### config.mk
export PLATFORM = sky130hd
export DESIGN_NAME = piecewise_quadratic_gelu_unit
export DESIGN_NICKNAME = d
export VERILOG_FILES = /design/src/sv/pqg_pkg.sv /design/src/sv/pqg_segment.sv /design/src/sv/pqg_product.sv /design/src/sv/pqg_output.sv /design/src/sv/piecewise_quadratic_gelu_unit.sv
export SDC_FILE = /design/constraint.sdc
export NUM_CORES = 2
export LEC_CHECK = 0
export BUFFER_PORTS_ARGS = -buffer_cell sky130_fd_sc_hd__buf_2
export CAP_MARGIN = 5
export CORE_MARGIN = 5
export CORE_UTILIZATION = 55
export DETAILED_ROUTE_END_ITERATION = 6
export GPL_ROUTABILITY_DRIVEN = 0
export PLACE_DENSITY = 0.82
export SETUP_SLACK_MARGIN = 0.05
export SLEW_MARGIN = 10
export SYNTH_ARGS = -nofsm -noshare
export SYNTH_HDL_FRONTEND = slang
export SYNTH_SLANG_ARGS = --single-unit
### constraint.sdc
create_clock -name clock -period 11 [get_ports clock]
set_input_delay 1.65 -clock clock [delete_from_list [all_inputs] [get_ports clock]]
set_output_delay 1.65 -clock clock [all_outputs]
set_load 0.05 [all_outputs]
### src/sv/pqg_pkg.sv
package pqg_pkg;

   // word format
   localparam int DATA_WIDTH = 32;
   localparam int FRAC_BITS  = 16;
   localparam int FieldWidth = 32;

   // inner segments have |x| <= 5.0, so a narrow copy of x suffices there
   localparam int XW   = FRAC_BITS + 4;
   localparam int CW   = FRAC_BITS + 2;
   localparam int SQW  = 2 * XW - FRAC_BITS;
   localparam int LTW  = XW + CW - FRAC_BITS;
   localparam int QTW  = SQW + CW - FRAC_BITS;
   localparam int LSW  = ((LTW > CW) ? LTW : CW) + 1;
   localparam int SUMW = ((QTW > LSW) ? QTW : LSW) + 1;
   localparam int SATW = (SUMW > DATA_WIDTH) ? SUMW : DATA_WIDTH;

   // segment codes
   localparam int SEG_W = 3;
   localparam int NumSegments = 6;
   localparam int NumBreaks = 5;
   localparam logic [SEG_W-1:0] SEG_FLOOR   = 3'd0;
   localparam logic [SEG_W-1:0] SEG_NEG_FAR = 3'd1;
   localparam logic [SEG_W-1:0] SEG_NEG_MID = 3'd2;
   localparam logic [SEG_W-1:0] SEG_CENTRE  = 3'd3;
   localparam logic [SEG_W-1:0] SEG_POS_MID = 3'd4;
   localparam logic [SEG_W-1:0] SEG_PASS    = 3'd5;

   // coefficient indexes within a row
   localparam int CoefConst = 0;
   localparam int CoefLin   = 1;
   localparam int CoefQuad  = 2;

   localparam longint DecScale = 64'd100000000;
   localparam longint DecDiv   = 2 * DecScale;
   localparam longint QScale   = longint'(1) <<< (FRAC_BITS + 1);

   // breakpoints -5, -3, -1, 1, 3 in fixed point
   localparam logic signed [DATA_WIDTH-1:0] BREAK_POINT [NumBreaks] = '{
      DATA_WIDTH'(-64'sd5 * (64'sd1 <<< FRAC_BITS)),
      DATA_WIDTH'(-64'sd3 * (64'sd1 <<< FRAC_BITS)),
      DATA_WIDTH'(-64'sd1 * (64'sd1 <<< FRAC_BITS)),
      DATA_WIDTH'( 64'sd1 * (64'sd1 <<< FRAC_BITS)),
      DATA_WIDTH'( 64'sd3 * (64'sd1 <<< FRAC_BITS))
   };

   // constant, linear and quadratic coefficients in fixed point: decimal values
   // scaled by 10^8, rounded to nearest with ties away from zero
   localparam logic signed [CW-1:0] COEF_Q [NumSegments][3] = '{
      '{CW'(0), CW'(0), CW'(0)},
      '{CW'(-((2986296 * QScale + DecScale) / DecDiv)),
        CW'(-((1380208 * QScale + DecScale) / DecDiv)),
        CW'(-((158297 * QScale + DecScale) / DecDiv))},
      '{CW'(-((36497047 * QScale + DecScale) / DecDiv)),
        CW'(-((23581369 * QScale + DecScale) / DecDiv)),
        CW'(-((3840320 * QScale + DecScale) / DecDiv))},
      '{CW'((485947 * QScale + DecScale) / DecDiv),
        CW'((50000716 * QScale + DecScale) / DecDiv),
        CW'((34826040 * QScale + DecScale) / DecDiv)},
      '{CW'(-((36491015 * QScale + DecScale) / DecDiv)),
        CW'((123575599 * QScale + DecScale) / DecDiv),
        CW'(-((3839009 * QScale + DecScale) / DecDiv))},
      '{CW'(0), CW'((100000000 * QScale + DecScale) / DecDiv), CW'(0)}
   };

   typedef struct packed {
      logic             valid;
      logic [SEG_W-1:0] seg;
   } tag_type;

   function automatic logic signed [CW-1:0] coef(input logic [SEG_W-1:0] seg,
                                                 input int k);
      logic signed [CW-1:0] c;
      c = '0;
      case (seg)
         SEG_NEG_FAR: c = COEF_Q[1][k];
         SEG_NEG_MID: c = COEF_Q[2][k];
         SEG_CENTRE:  c = COEF_Q[3][k];
         SEG_POS_MID: c = COEF_Q[4][k];
         default:     c = '0;
      endcase
      return c;
   endfunction

endpackage

### src/sv/pqg_segment.sv
module pqg_segment
   import pqg_pkg::*;
(
   input  logic                         clock,
   input  logic                         reset,
   input  logic                         start,
   input  logic [FieldWidth-1:0]        req_x,
   output tag_type                      tag,
   output logic signed [DATA_WIDTH-1:0] x
);

   tag_type                      tag_ff, tag_in;
   logic signed [DATA_WIDTH-1:0] x_ff, x_in;
   logic [NumBreaks-1:0]         above;

   // compare against every breakpoint, strict so equality drops to the lower segment
   always_comb begin
      x_in = DATA_WIDTH'(signed'(req_x[DATA_WIDTH-1:0]));
      for (int i = 0; i < NumBreaks; i++) begin
         above[i] = BREAK_POINT[i] < x_in;
      end
      tag_in.valid = start;
      tag_in.seg   = SEG_W'($countones(above));
   end

   // advance the valid bit, hold the word
   always_ff @(posedge clock) begin
      if (reset) begin
         tag_ff.valid <= 1'b0;
      end else begin
         tag_ff.valid <= tag_in.valid;
      end
      tag_ff.seg <= tag_in.seg;
      x_ff       <= x_in;
   end

   assign tag = tag_ff;
   assign x   = x_ff;

endmodule

### src/sv/pqg_product.sv
module pqg_product
   import pqg_pkg::*;
(
   input  logic                         clock,
   input  logic                         reset,
   input  tag_type                      tag,
   input  logic signed [DATA_WIDTH-1:0] x,
   output tag_type                      tag_out,
   output logic signed [DATA_WIDTH-1:0] x_out,
   output logic signed [QTW-1:0]        qt,
   output logic signed [LSW-1:0]        lsum
);

   // square and linear stage
   tag_type                      tag2_ff;
   logic signed [DATA_WIDTH-1:0] x2_ff;
   logic signed [SQW-1:0]        sq2_ff, sq2_in;
   logic signed [LTW-1:0]        lt2_ff, lt2_in;
   logic signed [CW-1:0]         c0_2_ff, c0_2_in;
   logic signed [CW-1:0]         c2_2_ff, c2_2_in;
   logic signed [XW-1:0]         xn;
   logic signed [CW-1:0]         c1;
   logic signed [2*XW-1:0]       sq_prod;
   logic signed [XW+CW-1:0]      lt_prod;

   // quadratic stage
   tag_type                      tag3_ff;
   logic signed [DATA_WIDTH-1:0] x3_ff;
   logic signed [QTW-1:0]        qt3_ff, qt3_in;
   logic signed [LSW-1:0]        ls3_ff, ls3_in;
   logic signed [SQW+CW-1:0]     qt_prod;

   // form x*x and c1*x from the narrow copy, pick the segment's coefficients
   always_comb begin
      xn      = x[XW-1:0];
      c1      = coef(tag.seg, CoefLin);
      c0_2_in = coef(tag.seg, CoefConst);
      c2_2_in = coef(tag.seg, CoefQuad);
      sq_prod = xn * xn;
      lt_prod = xn * c1;
      sq2_in  = SQW'(sq_prod >>> FRAC_BITS);
      lt2_in  = LTW'(lt_prod >>> FRAC_BITS);
   end

   // form c2*sq and fold the constant into the linear term
   always_comb begin
      qt_prod = sq2_ff * c2_2_ff;
      qt3_in  = QTW'(qt_prod >>> FRAC_BITS);
      ls3_in  = LSW'(lt2_ff) + LSW'(c0_2_ff);
   end

   // advance valid bits, hold the words
   always_ff @(posedge clock) begin
      if (reset) begin
         tag2_ff.valid <= 1'b0;
         tag3_ff.valid <= 1'b0;
      end else begin
         tag2_ff.valid <= tag.valid;
         tag3_ff.valid <= tag2_ff.valid;
      end
      tag2_ff.seg <= tag.seg;
      x2_ff       <= x;
      sq2_ff      <= sq2_in;
      lt2_ff      <= lt2_in;
      c0_2_ff     <= c0_2_in;
      c2_2_ff     <= c2_2_in;
      tag3_ff.seg <= tag2_ff.seg;
      x3_ff       <= x2_ff;
      qt3_ff      <= qt3_in;
      ls3_ff      <= ls3_in;
   end

   assign tag_out = tag3_ff;
   assign x_out   = x3_ff;
   assign qt      = qt3_ff;
   assign lsum    = ls3_ff;

endmodule

### src/sv/pqg_output.sv
module pqg_output
   import pqg_pkg::*;
(
   input  logic                         clock,
   input  logic                         reset,
   input  tag_type                      tag,
   input  logic signed [DATA_WIDTH-1:0] x,
   input  logic signed [QTW-1:0]        qt,
   input  logic signed [LSW-1:0]        lsum,
   output logic                         rsp_valid,
   output logic [FieldWidth-1:0]        rsp_y,
   output logic [SEG_W-1:0]             rsp_segment
);

   localparam logic signed [SATW-1:0] YMax = SATW'({1'b0, {(DATA_WIDTH-1){1'b1}}});
   localparam logic signed [SATW-1:0] YMin = -YMax - SATW'(1);

   logic                  valid_ff;
   logic [DATA_WIDTH-1:0] y_ff, y_in;
   logic [SEG_W-1:0]      seg_ff;
   logic signed [SATW-1:0] y_wide;

   // add the terms, take the outer segments straight, then saturate
   always_comb begin
      case (tag.seg)
         SEG_FLOOR: y_wide = '0;
         SEG_PASS:  y_wide = SATW'(x);
         default:   y_wide = SATW'(SUMW'(qt) + SUMW'(lsum));
      endcase
      if (y_wide > YMax) begin
         y_in = DATA_WIDTH'(YMax);
      end else if (y_wide < YMin) begin
         y_in = DATA_WIDTH'(YMin);
      end else begin
         y_in = DATA_WIDTH'(y_wide);
      end
   end

   // strobe the result
   always_ff @(posedge clock) begin
      if (reset) begin
         valid_ff <= 1'b0;
      end else begin
         valid_ff <= tag.valid;
      end
   end

   // hold the result word
   always_ff @(posedge clock) begin
      y_ff   <= y_in;
      seg_ff <= tag.seg;
   end

   assign rsp_valid   = valid_ff;
   assign rsp_y       = FieldWidth'(y_ff);
   assign rsp_segment = seg_ff;

endmodule

### src/sv/piecewise_quadratic_gelu_unit.sv
// Six-segment piecewise-quadratic GeLU, one signed fixed-point sample per
// clock. A word is taken at each rising edge with start high; busy is tied
// low, so a new word may follow every cycle with no gaps. The result (y and
// the segment index) is shown on the rsp_ ports for one cycle under
// rsp_valid, once the word has passed through the register stages: one stage
// of breakpoint compares, one for x*x and c1*x, one for c2*x^2, and one to
// add, saturate and register. The receiver cannot hold results off and needs
// none of that, since one result leaves for every word taken, in order.
module piecewise_quadratic_gelu_unit
   import pqg_pkg::*;
(
   input  logic                  clock,
   input  logic                  reset,
   input  logic                  start,
   output logic                  busy,
   input  logic [FieldWidth-1:0] req_x,
   output logic                  rsp_valid,
   output logic [FieldWidth-1:0] rsp_y,
   output logic [SEG_W-1:0]      rsp_segment
);

   tag_type                      s1_tag;
   logic signed [DATA_WIDTH-1:0] s1_x;
   tag_type                      s3_tag;
   logic signed [DATA_WIDTH-1:0] s3_x;
   logic signed [QTW-1:0]        s3_qt;
   logic signed [LSW-1:0]        s3_lsum;

   // the pipeline never stalls
   assign busy = 1'b0;

   pqg_segment u_segment (
      .clock (clock),
      .reset (reset),
      .start (start),
      .req_x (req_x),
      .tag   (s1_tag),
      .x     (s1_x)
   );

   pqg_product u_product (
      .clock   (clock),
      .reset   (reset),
      .tag     (s1_tag),
      .x       (s1_x),
      .tag_out (s3_tag),
      .x_out   (s3_x),
      .qt      (s3_qt),
      .lsum    (s3_lsum)
   );

   pqg_output u_output (
      .clock       (clock),
      .reset       (reset),
      .tag         (s3_tag),
      .x           (s3_x),
      .qt          (s3_qt),
      .lsum        (s3_lsum),
      .rsp_valid   (rsp_valid),
      .rsp_y       (rsp_y),
      .rsp_segment (rsp_segment)
   );

endmodule
==> results.json <==
{
  "drcViolationCount": 0,
  "synth_edf_count": 0,
  "grt_start_max_net_pins": 39,
  "post_cts_buffers": 0,
  "finalWirelength_um": 113000,
  "cts_hold_buf": 0,
  "synth_area_leader_cell": "fa_1",
  "critical_path.top_delay_family": "adder cells",
  "cp_slowest_cell": "dfxtp_1",
  "area_growth_pct": 5.44,
  "slew_violations": 0,
  "grt_overflow_total": 0,
  "cp-start-kind": "flip-flop",
  "setup_viol": 0,
  "tns_ns": 0,
  "hold_path.class": "flip-flop to flip-flop",
  "diodes": 0,
  "die_area_um2": 89100,
  "core-area_um2": 82200,
  "slew_headroom": 0.300,
  "critPathRequiredTime_ns": 11.48,
  "ys_seq_area_frac": 0.109,
  "avgSynthCellArea_um2": 9.88,
  "core.rowCount": 105,
  "dp_hpwl_um": 97100,
  "worstSetupPathType": "flip-flop to flip-flop",
  "io_buffer_count": 70,
  "critPathArrivalTime_ns": 9.36,
  "wl_per_cell_um": 19.6,
  "grt_pass1_wl_um": 183000,
  "ant_nets": 0,
  "cpPeakStageDelay_ns": 0.98,
  "clk_pin_slew_ns": 0.07,
  "antenna_found_initial": 5,
  "synth_top_flop_cell": "dfxtp_1",
  "critPathMaxFanout": 23,
  "clock_latency_ns": 0.61,
  "cts_sinks": 249,
  "synth_area_um2": 45800,
  "fin_ws_ns": 2.12,
  "synthArstFlopShare": 0,
  "initial_core_util": 0.556,
  "period_needed_ns": 8.88,
  "drtIter0Drc": 2698,
  "synthTopCellsByCount": "inv_1 (1,374), fa_1 (1,094), ha_1 (400), nand2_1 (325), dfxtp_1 (249)",
  "ios": 72,
  "final_nets": 6189,
  "die_h_um": 298,
  "cts_tree": "yes",
  "ys_warn_count": 0,
  "synth_top_area_share": 0.479,
  "finalCritPeriodShare": 0.807,
  "grt_util_all_layers": 0.259,
  "status": "finished, final reports clean",
  "crit_top_cell": "inv_1",
  "worst-path-buf-inv": 9,
  "postLayoutCellArea_um2": 48300,
  "worst_slew_pin_slew_ns": 1.05,
  "drive_gt1_frac": 0.0434,
  "clockRootBuffer": "clkbuf_16",
  "synth_cells": 4631,
  "synthesis.nets": 6160,
  "first_pass_iters": 6,
  "h-tree-depth": 1,
  "fp.dieW_um": 298,
  "ys_ff_latch": 249,
  "end_kind": "flip-flop",
  "ctsResizeCount": 0,
  "grt_pass1_vias": 34921,
  "synth_cell_types": 80,
  "vias": 31290,
  "vias_per_cell": 5.44,
  "synthTopCellsByArea": "fa_1 (48%), inv_1 (11%), ha_1 (11%)",
  "cts_buffers": 28,
  "final_hold_viol_count": 0,
  "max_cap_viol_count": 0,
  "place_area_um2": 47300,
  "dp_slack_ns": 2.42,
  "synth_most_common_cell": "inv_1",
  "rsz0062_at_grt": "no",
  "whs_ns": 0.324,
  "cts_max_path_buffers": 3,
  "clock_skew_ns": 0.0453,
  "fmaxAchievable_mhz": 113
}
-- through the flow --
stage	utilization	std cells
after floorplan	-	4631
after global placement	0.575	5700
after detailed placement	0.575	5700
after CTS	0.587	5752
after global routing	0.587	5752
final	0.587	5752
-- worst reg2reg max path: stages (launching register included) --
cell and delay [ns]:
dfxtp_1 0.98, nand2b_1 0.73, o21ai_2 0.25, buf_4 0.32
nor2_1 0.55, inv_1 0.29, nand2_1 0.20, inv_1 0.11
fa_1 0.67, inv_1 0.10, fa_1 0.48, inv_1 0.04
ha_1 0.26, inv_1 0.05, fa_1 0.51, inv_1 0.06
fa_1 0.53, inv_1 0.05, fa_1 0.48, inv_1 0.08
ha_1 0.37, a2111oi_0 0.54, o21ai_1 0.23, o211ai_2 0.30
a31oi_4 0.16, o21ai_1 0.14, nand2b_1 0.10, xor2_1 0.16
-- worst paths after layout --
| check | start | end | slack (ns) | cells after the start |
|---|---|---|---|---|
| worst min-delay path | u_product.x2_ff[26]$_DFF_P_ | u_product.x_out[26]$_DFF_P_ | 0.32 | 0 |
| worst max-delay path | u_segment.tag[2]$_DFF_P_ | u_product.lt2_ff[19]$_DFF_P_ | 2.12 | 27 |
| worst min register to register | u_product.x2_ff[26]$_DFF_P_ | u_product.x_out[26]$_DFF_P_ | 0.32 | 0 |
| worst max register to register | u_segment.tag[2]$_DFF_P_ | u_product.lt2_ff[19]$_DFF_P_ | 2.12 | 27 |
-- layout make-up --
class | count | area [um^2]
Inverter | 1380 | 5180
Fill cell | 6514 | 34000
Sequential cell | 249 | 4990
Clock inverter | 15 | 173
Clock buffer | 37 | 774
Multi-Input combinational cell | 2899 | 35200
Timing Repair Buffer | 102 | 591
Tap cell | 1070 | 1340
-- state kept, by name, indices dropped and copies added, names as in the netlist --
name                  flops
u_output.rsp_y           32
u_product.x2_ff          32
u_product.x_out          32
u_segment.x              32
u_product.qt             26
u_product.sq2_ff         24
u_product.lsum           23
u_product.lt2_ff         22
u_product.c0_2_ff         7
u_product.tag2_ff         4
u_product.tag_out         4
u_segment.tag             4
u_output.rsp_segment      3
u_product.c2_2_ff         3
u_output.rsp_valid        1
-- metal layers --
layer,GRT usage,vias up,share of wire
met5,0,-,0.00024
met4,0.118,4,0.059
met3,0.0434,438,0.085
met2,0.440,1411,0.48
met1,0.327,15804,0.37
li1,-,13633,-
-- layout by cell type (no fill, tap or decap), types with 70 or more instances in the layout --
cell / synthesis / layout
xnor2_1: 111 / 111
inv_1: 1374 / 1374
nand2_1: 325 / 325
ha_1: 400 / 400
and2_1: 191 / 191
dfxtp_1: 249 / 247
fa_1: 1094 / 1094
a21oi_1: 76 / 76
nor2_1: 133 / 132
buf_2: 1 / 70
-- kinds of logic (layout without fill, tap and decap cells) --
logic type	after synthesis	after routing	share of synthesized area
AO/OA/AOI/OAI	353	353	0.0546
XOR/XNOR	159	159	0.0306
adder cells (fa/ha/maj)	1497	1497	0.589
buffers and inverters	1483	1534	0.122
flip-flops	249	249	0.109
multiplexers	4	4	0.000902
other	1	1	0.0000819
AND/OR/NAND/NOR	885	885	0.0944
Power is left out: the tool's default activity adds up to more than one toggle a clock period on the data nets, which glitch-free logic cannot reach.
